<file path="src/sv/mrs_pkg.sv">
package mrs_pkg;

  localparam int COL_BITS   = 10;
  localparam int ROW_BITS   = 10;
  localparam int COORD_BITS = 24;
  localparam int CNT_BITS   = 21;
  localparam int SUM_BITS   = 44;
  localparam int MAX_COLS   = 1024;
  localparam int MAX_ROWS   = 1024;
  localparam int STEP_BITS  = $clog2(COORD_BITS);
  localparam int IN_BITS    = 96;
  localparam int OUT_BITS   = 160;

  typedef logic signed [COORD_BITS-1:0] coord_t;
  typedef logic signed [SUM_BITS-1:0]   sum_t;
  typedef logic        [CNT_BITS-1:0]   cnt_t;
  typedef logic        [COL_BITS-1:0]   col_t;
  typedef logic        [ROW_BITS-1:0]   row_t;

  localparam logic [COL_BITS:0] COL_LIMIT = (COL_BITS + 1)'(MAX_COLS);
  localparam logic [ROW_BITS:0] ROW_LIMIT = (ROW_BITS + 1)'(MAX_ROWS);
  localparam cnt_t POINT_CAP = CNT_BITS'(MAX_COLS * MAX_ROWS);

  localparam coord_t COORD_MAX = {1'b0, {(COORD_BITS - 1){1'b1}}};
  localparam coord_t COORD_MIN = {1'b1, {(COORD_BITS - 1){1'b0}}};

endpackage

</file>
<file path="src/sv/masked_region_statistics.sv">
// Pixels that do not close a frame are taken one per cycle and folded into the
// running statistics in that same cycle.
// The last pixel of a frame starts three divisions, one after another, on the one
// shared bit-serial divider; the output register is then loaded once it is free.
// No pixel is taken meanwhile.
// Synchronous active-high reset clears all statistics and drops any result.
module masked_region_statistics (
  input  logic                          clk,
  input  logic                          rst,
  input  logic                          s_axis_tvalid,
  output logic                          s_axis_tready,
  // pixel_col[9:0], pixel_row[19:10], point_x[43:20], point_y[67:44],
  // point_z[91:68], zero fill[95:92]
  input  logic [mrs_pkg::IN_BITS-1:0]   s_axis_tdata,
  // pixel_valid
  input  logic                          s_axis_tuser,
  // frame_last
  input  logic                          s_axis_tlast,
  output logic                          m_axis_tvalid,
  input  logic                          m_axis_tready,
  // centroid_x[23:0], centroid_y[47:24], centroid_z[71:48],
  // object_height[95:72], box_left[105:96], box_top[115:106],
  // box_width[126:116], box_height[137:127], point_count[158:138],
  // zero fill[159]
  output logic [mrs_pkg::OUT_BITS-1:0]  m_axis_tdata,
  // region_empty
  output logic                          m_axis_tuser
);

  // Sequencer states
  localparam logic [1:0] S_IDLE = 2'd0;
  localparam logic [1:0] S_DIV  = 2'd1;
  localparam logic [1:0] S_WRAP = 2'd2;

  logic [1:0] state;
  logic [1:0] sel;
  logic       kick;

  // running statistics
  mrs_pkg::sum_t   sum_x;
  mrs_pkg::sum_t   sum_y;
  mrs_pkg::sum_t   sum_z;
  mrs_pkg::cnt_t   masked_count;
  mrs_pkg::coord_t low_z;
  mrs_pkg::coord_t high_z;
  mrs_pkg::col_t   low_col;
  mrs_pkg::col_t   high_col;
  mrs_pkg::row_t   low_row;
  mrs_pkg::row_t   high_row;

  // quotients held until the result is loaded
  mrs_pkg::coord_t mean_x;
  mrs_pkg::coord_t mean_y;

  // unpack the incoming item
  mrs_pkg::col_t   pixel_col;
  mrs_pkg::row_t   pixel_row;
  mrs_pkg::coord_t point_x;
  mrs_pkg::coord_t point_y;
  mrs_pkg::coord_t point_z;

  assign pixel_col = s_axis_tdata[9:0];
  assign pixel_row = s_axis_tdata[19:10];
  assign point_x   = s_axis_tdata[43:20];
  assign point_y   = s_axis_tdata[67:44];
  assign point_z   = s_axis_tdata[91:68];

  logic take;
  logic hit;

  assign s_axis_tready = (state == S_IDLE);
  assign take          = s_axis_tvalid && s_axis_tready;

  // count the pixel only when masked, inside the raster and below the cap
  assign hit = take && s_axis_tuser
             && ({1'b0, pixel_col} < mrs_pkg::COL_LIMIT)
             && ({1'b0, pixel_row} < mrs_pkg::ROW_LIMIT)
             && (masked_count < mrs_pkg::POINT_CAP);

  // shared divider, steered to one sum at a time
  mrs_pkg::sum_t   div_num;
  logic            div_done;
  mrs_pkg::coord_t div_q;

  always_comb begin
    case (sel)
      2'd0:    div_num = sum_x;
      2'd1:    div_num = sum_y;
      default: div_num = sum_z;
    endcase
  end

  mrs_div u_div (
    .clk      (clk),
    .rst      (rst),
    .start    (kick),
    .dividend (div_num),
    .divisor  (masked_count),
    .done     (div_done),
    .quotient (div_q)
  );

  logic out_free;
  logic load;

  assign out_free = !m_axis_tvalid || m_axis_tready;
  assign load     = (state == S_WRAP) && out_free;

  // sequencer: accumulate in idle, run the three divisions, then load
  always_ff @(posedge clk) begin
    if (rst) begin
      state <= S_IDLE;
      sel   <= 2'd0;
      kick  <= 1'b0;
    end else begin
      kick <= 1'b0;
      case (state)
        S_IDLE: begin
          if (take && s_axis_tlast) begin
            state <= S_DIV;
            sel   <= 2'd0;
            kick  <= 1'b1;
          end
        end
        S_DIV: begin
          if (div_done) begin
            if (sel == 2'd2) begin
              state <= S_WRAP;
            end else begin
              sel  <= sel + 2'd1;
              kick <= 1'b1;
            end
          end
        end
        S_WRAP: begin
          if (out_free) begin
            state <= S_IDLE;
          end
        end
        default: state <= S_IDLE;
      endcase
    end
  end

  // capture the first two means; the third is held in its own register below
  always_ff @(posedge clk) begin
    if (state == S_DIV && div_done) begin
      if (sel == 2'd0) begin
        mean_x <= div_q;
      end
      if (sel == 2'd1) begin
        mean_y <= div_q;
      end
    end
  end

  mrs_pkg::coord_t mean_z;

  always_ff @(posedge clk) begin
    if (state == S_DIV && div_done && sel == 2'd2) begin
      mean_z <= div_q;
    end
  end

  // statistics: fold masked pixels in, clear once the result is loaded
  always_ff @(posedge clk) begin
    if (rst || load) begin
      sum_x        <= '0;
      sum_y        <= '0;
      sum_z        <= '0;
      masked_count <= '0;
      low_z        <= mrs_pkg::COORD_MAX;
      high_z       <= mrs_pkg::COORD_MIN;
      low_col      <= '1;
      high_col     <= '0;
      low_row      <= '1;
      high_row     <= '0;
    end else if (hit) begin
      sum_x        <= sum_x + mrs_pkg::sum_t'(point_x);
      sum_y        <= sum_y + mrs_pkg::sum_t'(point_y);
      sum_z        <= sum_z + mrs_pkg::sum_t'(point_z);
      masked_count <= masked_count + 1'b1;
      if (point_z < low_z) begin
        low_z <= point_z;
      end
      if (point_z > high_z) begin
        high_z <= point_z;
      end
      if (pixel_col < low_col) begin
        low_col <= pixel_col;
      end
      if (pixel_col > high_col) begin
        high_col <= pixel_col;
      end
      if (pixel_row < low_row) begin
        low_row <= pixel_row;
      end
      if (pixel_row > high_row) begin
        high_row <= pixel_row;
      end
    end
  end

  // assemble the result; an empty frame gives zeros and the empty flag
  logic                          empty;
  logic [mrs_pkg::OUT_BITS-1:0]  result;
  logic [mrs_pkg::COORD_BITS-1:0] z_span;
  logic [mrs_pkg::COL_BITS:0]    col_span;
  logic [mrs_pkg::ROW_BITS:0]    row_span;

  assign empty    = (masked_count == '0);
  assign z_span   = high_z - low_z;
  assign col_span = {1'b0, high_col} - {1'b0, low_col} + 1'b1;
  assign row_span = {1'b0, high_row} - {1'b0, low_row} + 1'b1;

  always_comb begin
    if (empty) begin
      result = '0;
    end else begin
      result = {1'b0, masked_count, row_span, col_span, low_row, low_col,
                z_span, mean_z, mean_y, mean_x};
    end
  end

  // output register: hold the result until taken
  always_ff @(posedge clk) begin
    if (rst) begin
      m_axis_tvalid <= 1'b0;
    end else if (load) begin
      m_axis_tvalid <= 1'b1;
    end else if (m_axis_tready) begin
      m_axis_tvalid <= 1'b0;
    end
  end

  always_ff @(posedge clk) begin
    if (load) begin
      m_axis_tdata <= result;
      m_axis_tuser <= empty;
    end
  end

endmodule

</file>
<file path="src/sv/mrs_div.sv">
// Signed sum divided by an unsigned count, one quotient bit a cycle,
// truncated toward zero. The quotient magnitude is known to fit the
// coordinate width, so only that many steps are run.
module mrs_div (
  input  logic              clk,
  input  logic              rst,
  input  logic              start,
  input  mrs_pkg::sum_t     dividend,
  input  mrs_pkg::cnt_t     divisor,
  output logic              done,
  output mrs_pkg::coord_t   quotient
);

  logic                                   busy;
  logic [mrs_pkg::STEP_BITS-1:0]          step;
  mrs_pkg::cnt_t                          rem;
  logic [mrs_pkg::COORD_BITS-1:0]         shreg;
  logic                                   neg;
  logic [mrs_pkg::SUM_BITS-1:0]           mag;
  logic [mrs_pkg::CNT_BITS:0]             trial;
  logic                                   fits;

  assign mag   = dividend[mrs_pkg::SUM_BITS-1] ? -dividend : dividend;
  assign trial = {rem, shreg[mrs_pkg::COORD_BITS-1]};
  assign fits  = trial >= {1'b0, divisor};

  always_ff @(posedge clk) begin
    if (rst) begin
      busy <= 1'b0;
      done <= 1'b0;
      step <= '0;
    end else begin
      done <= 1'b0;
      if (!busy) begin
        if (start) begin
          busy <= 1'b1;
          step <= '0;
        end
      end else begin
        step <= step + 1'b1;
        if (step == mrs_pkg::STEP_BITS'(mrs_pkg::COORD_BITS - 1)) begin
          busy <= 1'b0;
          done <= 1'b1;
        end
      end
    end
  end

  always_ff @(posedge clk) begin
    if (!busy && start) begin
      neg   <= dividend[mrs_pkg::SUM_BITS-1];
      rem   <= mrs_pkg::CNT_BITS'(mag[mrs_pkg::SUM_BITS-1:mrs_pkg::COORD_BITS]);
      shreg <= mag[mrs_pkg::COORD_BITS-1:0];
    end else if (busy) begin
      // subtract the divisor where it fits and shift the quotient bit in
      if (fits) begin
        rem <= mrs_pkg::CNT_BITS'(trial - {1'b0, divisor});
      end else begin
        rem <= trial[mrs_pkg::CNT_BITS-1:0];
      end
      shreg <= {shreg[mrs_pkg::COORD_BITS-2:0], fits};
    end
  end

  assign quotient = neg ? -mrs_pkg::coord_t'(shreg) : mrs_pkg::coord_t'(shreg);

endmodule

</file>
<file path="config.mk">
export PLATFORM = sky130hd
export DESIGN_NAME = masked_region_statistics
export DESIGN_NICKNAME = d
export VERILOG_FILES = /design/src/sv/mrs_pkg.sv /design/src/sv/masked_region_statistics.sv /design/src/sv/mrs_div.sv
export SDC_FILE = /design/constraint.sdc
export NUM_CORES = 1
export LEC_CHECK = 0
export ABC_AREA = 1
export ABC_CLOCK_PERIOD_IN_PS = 29100
export BUFFER_PORTS_ARGS = -buffer_cell sky130_fd_sc_hd__buf_4
export CAP_MARGIN = 20
export CORE_ASPECT_RATIO = 2
export CORE_MARGIN = 2
export CORE_UTILIZATION = 25
export CTS_CLUSTER_DIAMETER = 50
export CTS_CLUSTER_SIZE = 25
export DETAILED_ROUTE_END_ITERATION = 16
export GPL_TIMING_DRIVEN = 0
export PLACE_DENSITY = 0.51
export SYNTH_ARGS = -nofsm -noshare
export SYNTH_HDL_FRONTEND = slang
export SYNTH_SLANG_ARGS = --single-unit
</file>
<file path="constraint.sdc">
create_clock -name clk -period 29.1 [get_ports clk]
set_input_delay 2.91 -clock clk [delete_from_list [all_inputs] [get_ports clk]]
set_output_delay 2.91 -clock clk [all_outputs]
set_load 0.02 [all_outputs]
</file>
; Word-level counts from Yosys, hierarchy flattened
; Cells that the tools add are included.
[word_totals]
in_bits = 102
regBits = 533
output_inout_bits = 163
wordCells = 119
[op_classes]
n_lt_le_gt_ge = 8
n_addsub = 14
n_reduce_logical = 30
muxes = 29
n_bitwise = 1
eq_ne = 10
[op_table]
columns = op, n
row1 = $add 44x24->44, 3
row2 = $pmux 44 s2, 1
row3 = $mux 24, 3
row4 = $mux 44, 1
row5 = $neg 44->44, 1
row6 = $mux 20, 2
row7 = $gt 24x24->1, 1
row8 = $lt 24x24->1, 1
row9 = $neg 24->24, 1
row10 = $sub 24x24->24, 1
row11 = $add 11x1->11 const B, 2
row12 = $ge 22x21->1, 1
row13 = $sub 10x10->11, 2
row14 = $add 21x1->21 const B, 1
row15 = $logic_not 21->1, 1
row16 = $lt 21x21->1 const B, 1
row17 = $mux 21, 1
row18 = $sub 21x21->21, 1
row19 = $gt 10x10->1, 2
row20 = $lt 10x10->1, 2
row21 = $reduce_and 2->1, 8
row22 = $mux 2, 7
row23 = $mux 5, 2
row24 = $mux 1, 9
row25 = 18 further kinds, 37

; Depth between registers and ports, before layout
[logic_depth]
depth_word = 5
depth_mapped = 18
depth_no_buf = 17

; Cells and area by module
; A second synthesis with hierarchy kept.
[hier_totals]
cells_unflattened = 5476
hier_area_um2 = 38030.2
[modules_own_cells]
columns = module, n_inst, area_per_inst_um2, seq_area_each_um2, cells_each
row1 = masked_region_statistics, 1, 31914.4, 11911.4, 4473
row2 = mrs_div, 1, 6115.9, 1511.4, 1003

; Least setup slack after synthesis
; Ideal clock, no wire load.
[synth_timing]
kind = in2reg
startpoint = input m_axis_tready
endpoint = register sum_z[10]
setup_slack_ps = 17710
path_stages = 9
t_arrival_ps = 11274
path_buffers = 2
setup_ps = 115
required_ps = 28985
path_cell_list = nor2_1 > nor2_1 > nor2_1 > inv_1 > clkbuf_1 > clkbuf_1 > nor2_1 > o21ai_0 > inv_1
[synth_via]
elab_chain_cells = 3
[synth_lines]
columns = element, line_no
row1 = "start, declared", masked_region_statistics.sv:20  ; input logic m_axis_tready,
row2 = $logic_or 1x1->1, masked_region_statistics.sv:106  ; assign out_free = !m_axis_tvalid || m_axis_tready;
row3 = $logic_and 1x1->1, masked_region_statistics.sv:107  ; assign load = (state == S_WRAP) && out_free;
row4 = via load, masked_region_statistics.sv:104  ; logic load;
row5 = $logic_or 1x1->1, masked_region_statistics.sv:167  ; if (rst || load) begin
row6 = "end signal, assigned", masked_region_statistics.sv:181  ; sum_z <= sum_z + mrs_pkg::sum_t'(point_z);
row7 = "end, declared", masked_region_statistics.sv:42  ; mrs_pkg::sum_t sum_z;
; The timed path passes the listed nets, and every way through them passes these cells.
; A chain may end at the register's enable or synchronous reset.

; Worst setup path after layout
[layout_timing]
startpoint = input m_axis_tready
endpoint = register sum_z[12]
; Same word-level chain as after synthesis.

==> results.json <==
{
  "ant_nets": 0,
  "dp_hpwl_mm": 132,
  "power_density_nw_per_um2": 48.8,
  "multi_input_area_um2": 20400,
  "synth_adder_area_share": 0.104,
  "antenna_found_initial": 5,
  "slew-limit-headroom": 0.248,
  "clock-sinks": 532,
  "drt_iter0_markers": 2145,
  "synthFlopType": "edfxtp_1",
  "cts_setup_buffers": 0,
  "clock_path_buffers": 3,
  "vdd_ir_drop_max_v": 0.0000407,
  "status": "finished, final reports clean",
  "io_buffer_count": 259,
  "period_minus_slack_ns": 5.37,
  "clk_pin_slew_ns": 0.07,
  "core_um2": 150000,
  "insertion_delay_ns": 0.68,
  "grt_pass1_wl_mm": 227,
  "start_util": 0.252,
  "ctsRootBufferMaster": "clkbuf_16",
  "internal-power_mw": 1.35,
  "drc": 0,
  "yosysWarningCount": 0,
  "synth_edf_count": 277,
  "worstPathArrival_ns": 5.90,
  "pin_count": 265,
  "finClkSkew_ns": 0.0491,
  "grt_remaining_overflow": 0,
  "synthMuxAreaShare": 0,
  "grt_pass1_vias": 35800,
  "synth_xor_area_frac": 0.0293,
  "fin_crit_sh": 0.184,
  "drt_first_pass_iters": 7,
  "wire_per_inst_um": 20.5,
  "syn_area_um2": 37700,
  "switching_power_mw": 0.800,
  "cts_inserted_buffers": 48,
  "ys_ff_latch": 532,
  "syn2layout_area_growth_pct": 17.0,
  "drv_cap": 0,
  "dieArea_um2": 154000,
  "fin_tns_setup_ns": 0,
  "setup_viol": 0,
  "yosys.area_share.simple": 0.297,
  "synth.avg_cell_area_um2": 6.95,
  "cts_tree": "yes",
  "die_h_um": 553,
  "drive_above_1_share": 0.0849,
  "grt_usage": 0.201,
  "via_count": 36000,
  "nFillCells": 16500,
  "max_freq_ghz": 0.186,
  "async_reset_ff_frac": 0,
  "cts_hold_buf": 0,
  "postCtsResizedCells": 0,
  "postSynthCellCount": 5422,
  "fp.dieW_um": 279,
  "p_comb_frac": 0.260,
  "wl_mm": 158,
  "rows": 201,
  "p_sw_frac": 0.371,
  "critPathMaxFanout": 26,
  "yosysSeqAreaShare": 0.356,
  "grt_max_degree": 45,
  "timing.final.hold_violations": 0,
  "htree_levels": 2,
  "synth.distinct_cells": 56,
  "path_class": "in2reg",
  "finalMaxSlewViolations": 0,
  "globalplace.congestion": 1.01,
  "synth-compound-area-share": 0.111,
  "rsz0062_at_grt": "false",
  "syn-num-nets": 5834,
  "end_kind": "register",
  "synth_top_family_by_area": "simple AND/OR/NAND/NOR gates",
  "hp-class": "reg2reg",
  "clockPowerShare": 0.334,
  "tightestPinTransition_ns": 1.13,
  "leakage_nw": 21.8,
  "fin_nets": 6156,
  "finalPower_mw": 2.15,
  "seqPwrFrac": 0.406,
  "seq_area_um2": 13400,
  "viasPerCell": 4.67,
  "cp.required_ns": 29.63,
  "critPathLaunchType": "input port"
}
-- metrics by stage --
stage | std cells | util | cell area (µm²) | hold WS [ns] | setup WS, ns
2_1_floorplan | 5422 | - | 37700 | 0.429 | 17.71
3_3_place_gp | 7609 | 0.281 | 42100 | 0.442 | 11.90
5_1_grt | 7709 | 0.294 | 44100 | 0.485 | 23.52
6_report | 7710 | 0.294 | 44100 | 0.460 | 23.73
3_5_place_dp | 7621 | 0.282 | 42300 | 0.443 | 23.13
4_1_cts | 7707 | 0.294 | 44100 | 0.465 | 23.80
-- final timing paths --
check | end | cells after the start | start | slack (ns)
max | sum_z[12]$_SDFFE_PP0P_ | 10 | m_axis_tready | 23.73
min | low_z[21]$_SDFFE_PP1P_ | 2 | low_z[21]$_SDFFE_PP1P_ | 0.46
max reg2reg | sum_z[12]$_SDFFE_PP0P_ | 11 | state[1]$_SDFFE_PP0P_ | 25.58
min reg2reg | low_z[21]$_SDFFE_PP1P_ | 2 | low_z[21]$_SDFFE_PP1P_ | 0.46
-- cells in the mapped netlist, types with 3 or more instances --
| master | n | area (µm²) |
|---|---|---|
| a211oi_1 | 8 | 60.1 |
| a21boi_0 | 3 | 22.5 |
| a21o_1 | 8 | 60.1 |
| a21oi_1 | 359 | 1800 |
| a31oi_1 | 5 | 31.3 |
| and2_1 | 14 | 87.6 |
| buf_1 | 19 | 71.3 |
| buf_2 | 35 | 175 |
| buf_4 | 6 | 45.0 |
| buf_6 | 10 | 113 |
| clkbuf_1 | 74 | 278 |
| dfxtp_1 | 255 | 5100 |
| edfxtp_1 | 277 | 8320 |
| fa_1 | 7 | 140 |
| ha_1 | 303 | 3790 |
| inv_1 | 837 | 3140 |
| nand2_1 | 1437 | 5390 |
| nand2_2 | 14 | 87.6 |
| nand2_4 | 6 | 67.6 |
| nand3_1 | 342 | 1710 |
| nand3_2 | 13 | 130 |
| nand3b_1 | 6 | 45.0 |
| nand4_1 | 80 | 500 |
| nor2_1 | 690 | 2590 |
| nor2_2 | 18 | 113 |
| nor2_4 | 6 | 67.6 |
| nor3_1 | 46 | 230 |
| nor4_1 | 7 | 43.8 |
| o211ai_1 | 16 | 120 |
| o21a_1 | 17 | 128 |
| o21ai_0 | 297 | 1490 |
| o21ai_1 | 7 | 35.0 |
| o21bai_1 | 39 | 293 |
| o31ai_1 | 3 | 22.5 |
| or2_2 | 6 | 37.5 |
| xnor2_1 | 29 | 254 |
| xor2_1 | 97 | 850 |
-- area by class of cell --
class                           instances  share of cell area
Antenna cell                            2            0.000113
Buffer                                146              0.0163
Clock inverter                         36              0.0123
Tap cell                             1928              0.0547
Timing Repair Buffer                  272              0.0499
Inverter                              840              0.0715
Clock buffer                           50              0.0274
Multi-Input combinational cell       3904               0.463
Sequential cell                       532               0.304
-- power by group through the flow --
stage                     registers, mW  clock network (mW)  logic, mW
final                             0.875               0.720      0.559
after global routing              0.876               0.761      0.627
after CTS                         0.873               0.743      0.559
after detailed placement          0.890                   0      0.556
after global placement            0.890                   0      0.552
after floorplan                   0.860                   0      0.372
-- kinds of logic (layout without fill, tap and decap cells) --
| kind of cell | count (synthesis) | in the layout |
|---|---|---|
| XOR/XNOR | 126 | 126 |
| AND/OR/NAND/NOR | 2692 | 2692 |
| adder cells (fa/ha/maj) | 310 | 310 |
| other | 1 | 3 |
| buffers and inverters | 986 | 1344 |
| flip-flops | 532 | 532 |
| AO/OA/AOI/OAI | 775 | 775 |
-- critical path: stages --
cell and delay (ns):
buf_4 0.09, nor2_1 0.07, nor2_4 0.67, nor2_1 0.33, inv_1 0.15, clkbuf_1 0.84, clkbuf_1 0.58, nor2_1 0.07
o21ai_0 0.09, inv_1 0.05
-- sequential cells by signal, summed over array words and instances, names as in the netlist, 21 cells and up --
name,cells
mean_y,24
u_div.rem,21
m_axis_tdata,159
sum_z,44
masked_count,21
mean_z,24
sum_x,44
low_z,24
high_z,24
mean_x,24
sum_y,44
u_div.shreg,24
-- cells in the final DEF, fill, tap and decap left out, drive strengths merged, types with 39 or more instances in the layout --
| cell type | instances |
|---|---|
| clkbuf | 124 |
| buf | 344 |
| nor2 | 714 |
| edfxtp | 277 |
| ha | 303 |
| o21ai | 307 |
| nand2 | 1457 |
| o21bai | 39 |
| nand3 | 356 |
| nor3 | 48 |
| dfxtp | 255 |
| nand4 | 82 |
| xor2 | 97 |
| inv | 855 |
| a21oi | 362 |
-- layer usage --
layer / track usage / up-vias / routed length [µm]
met1: 0.179 / 16400 / 51700
met5: 0 / - / 26
met4: 0.177 / 4 / 16500
met2: 0.389 / 990 / 83700
met3: 0.0258 / 440 / 6120
li1: - / 18100 / -
Power figures use the tool's default switching activity.
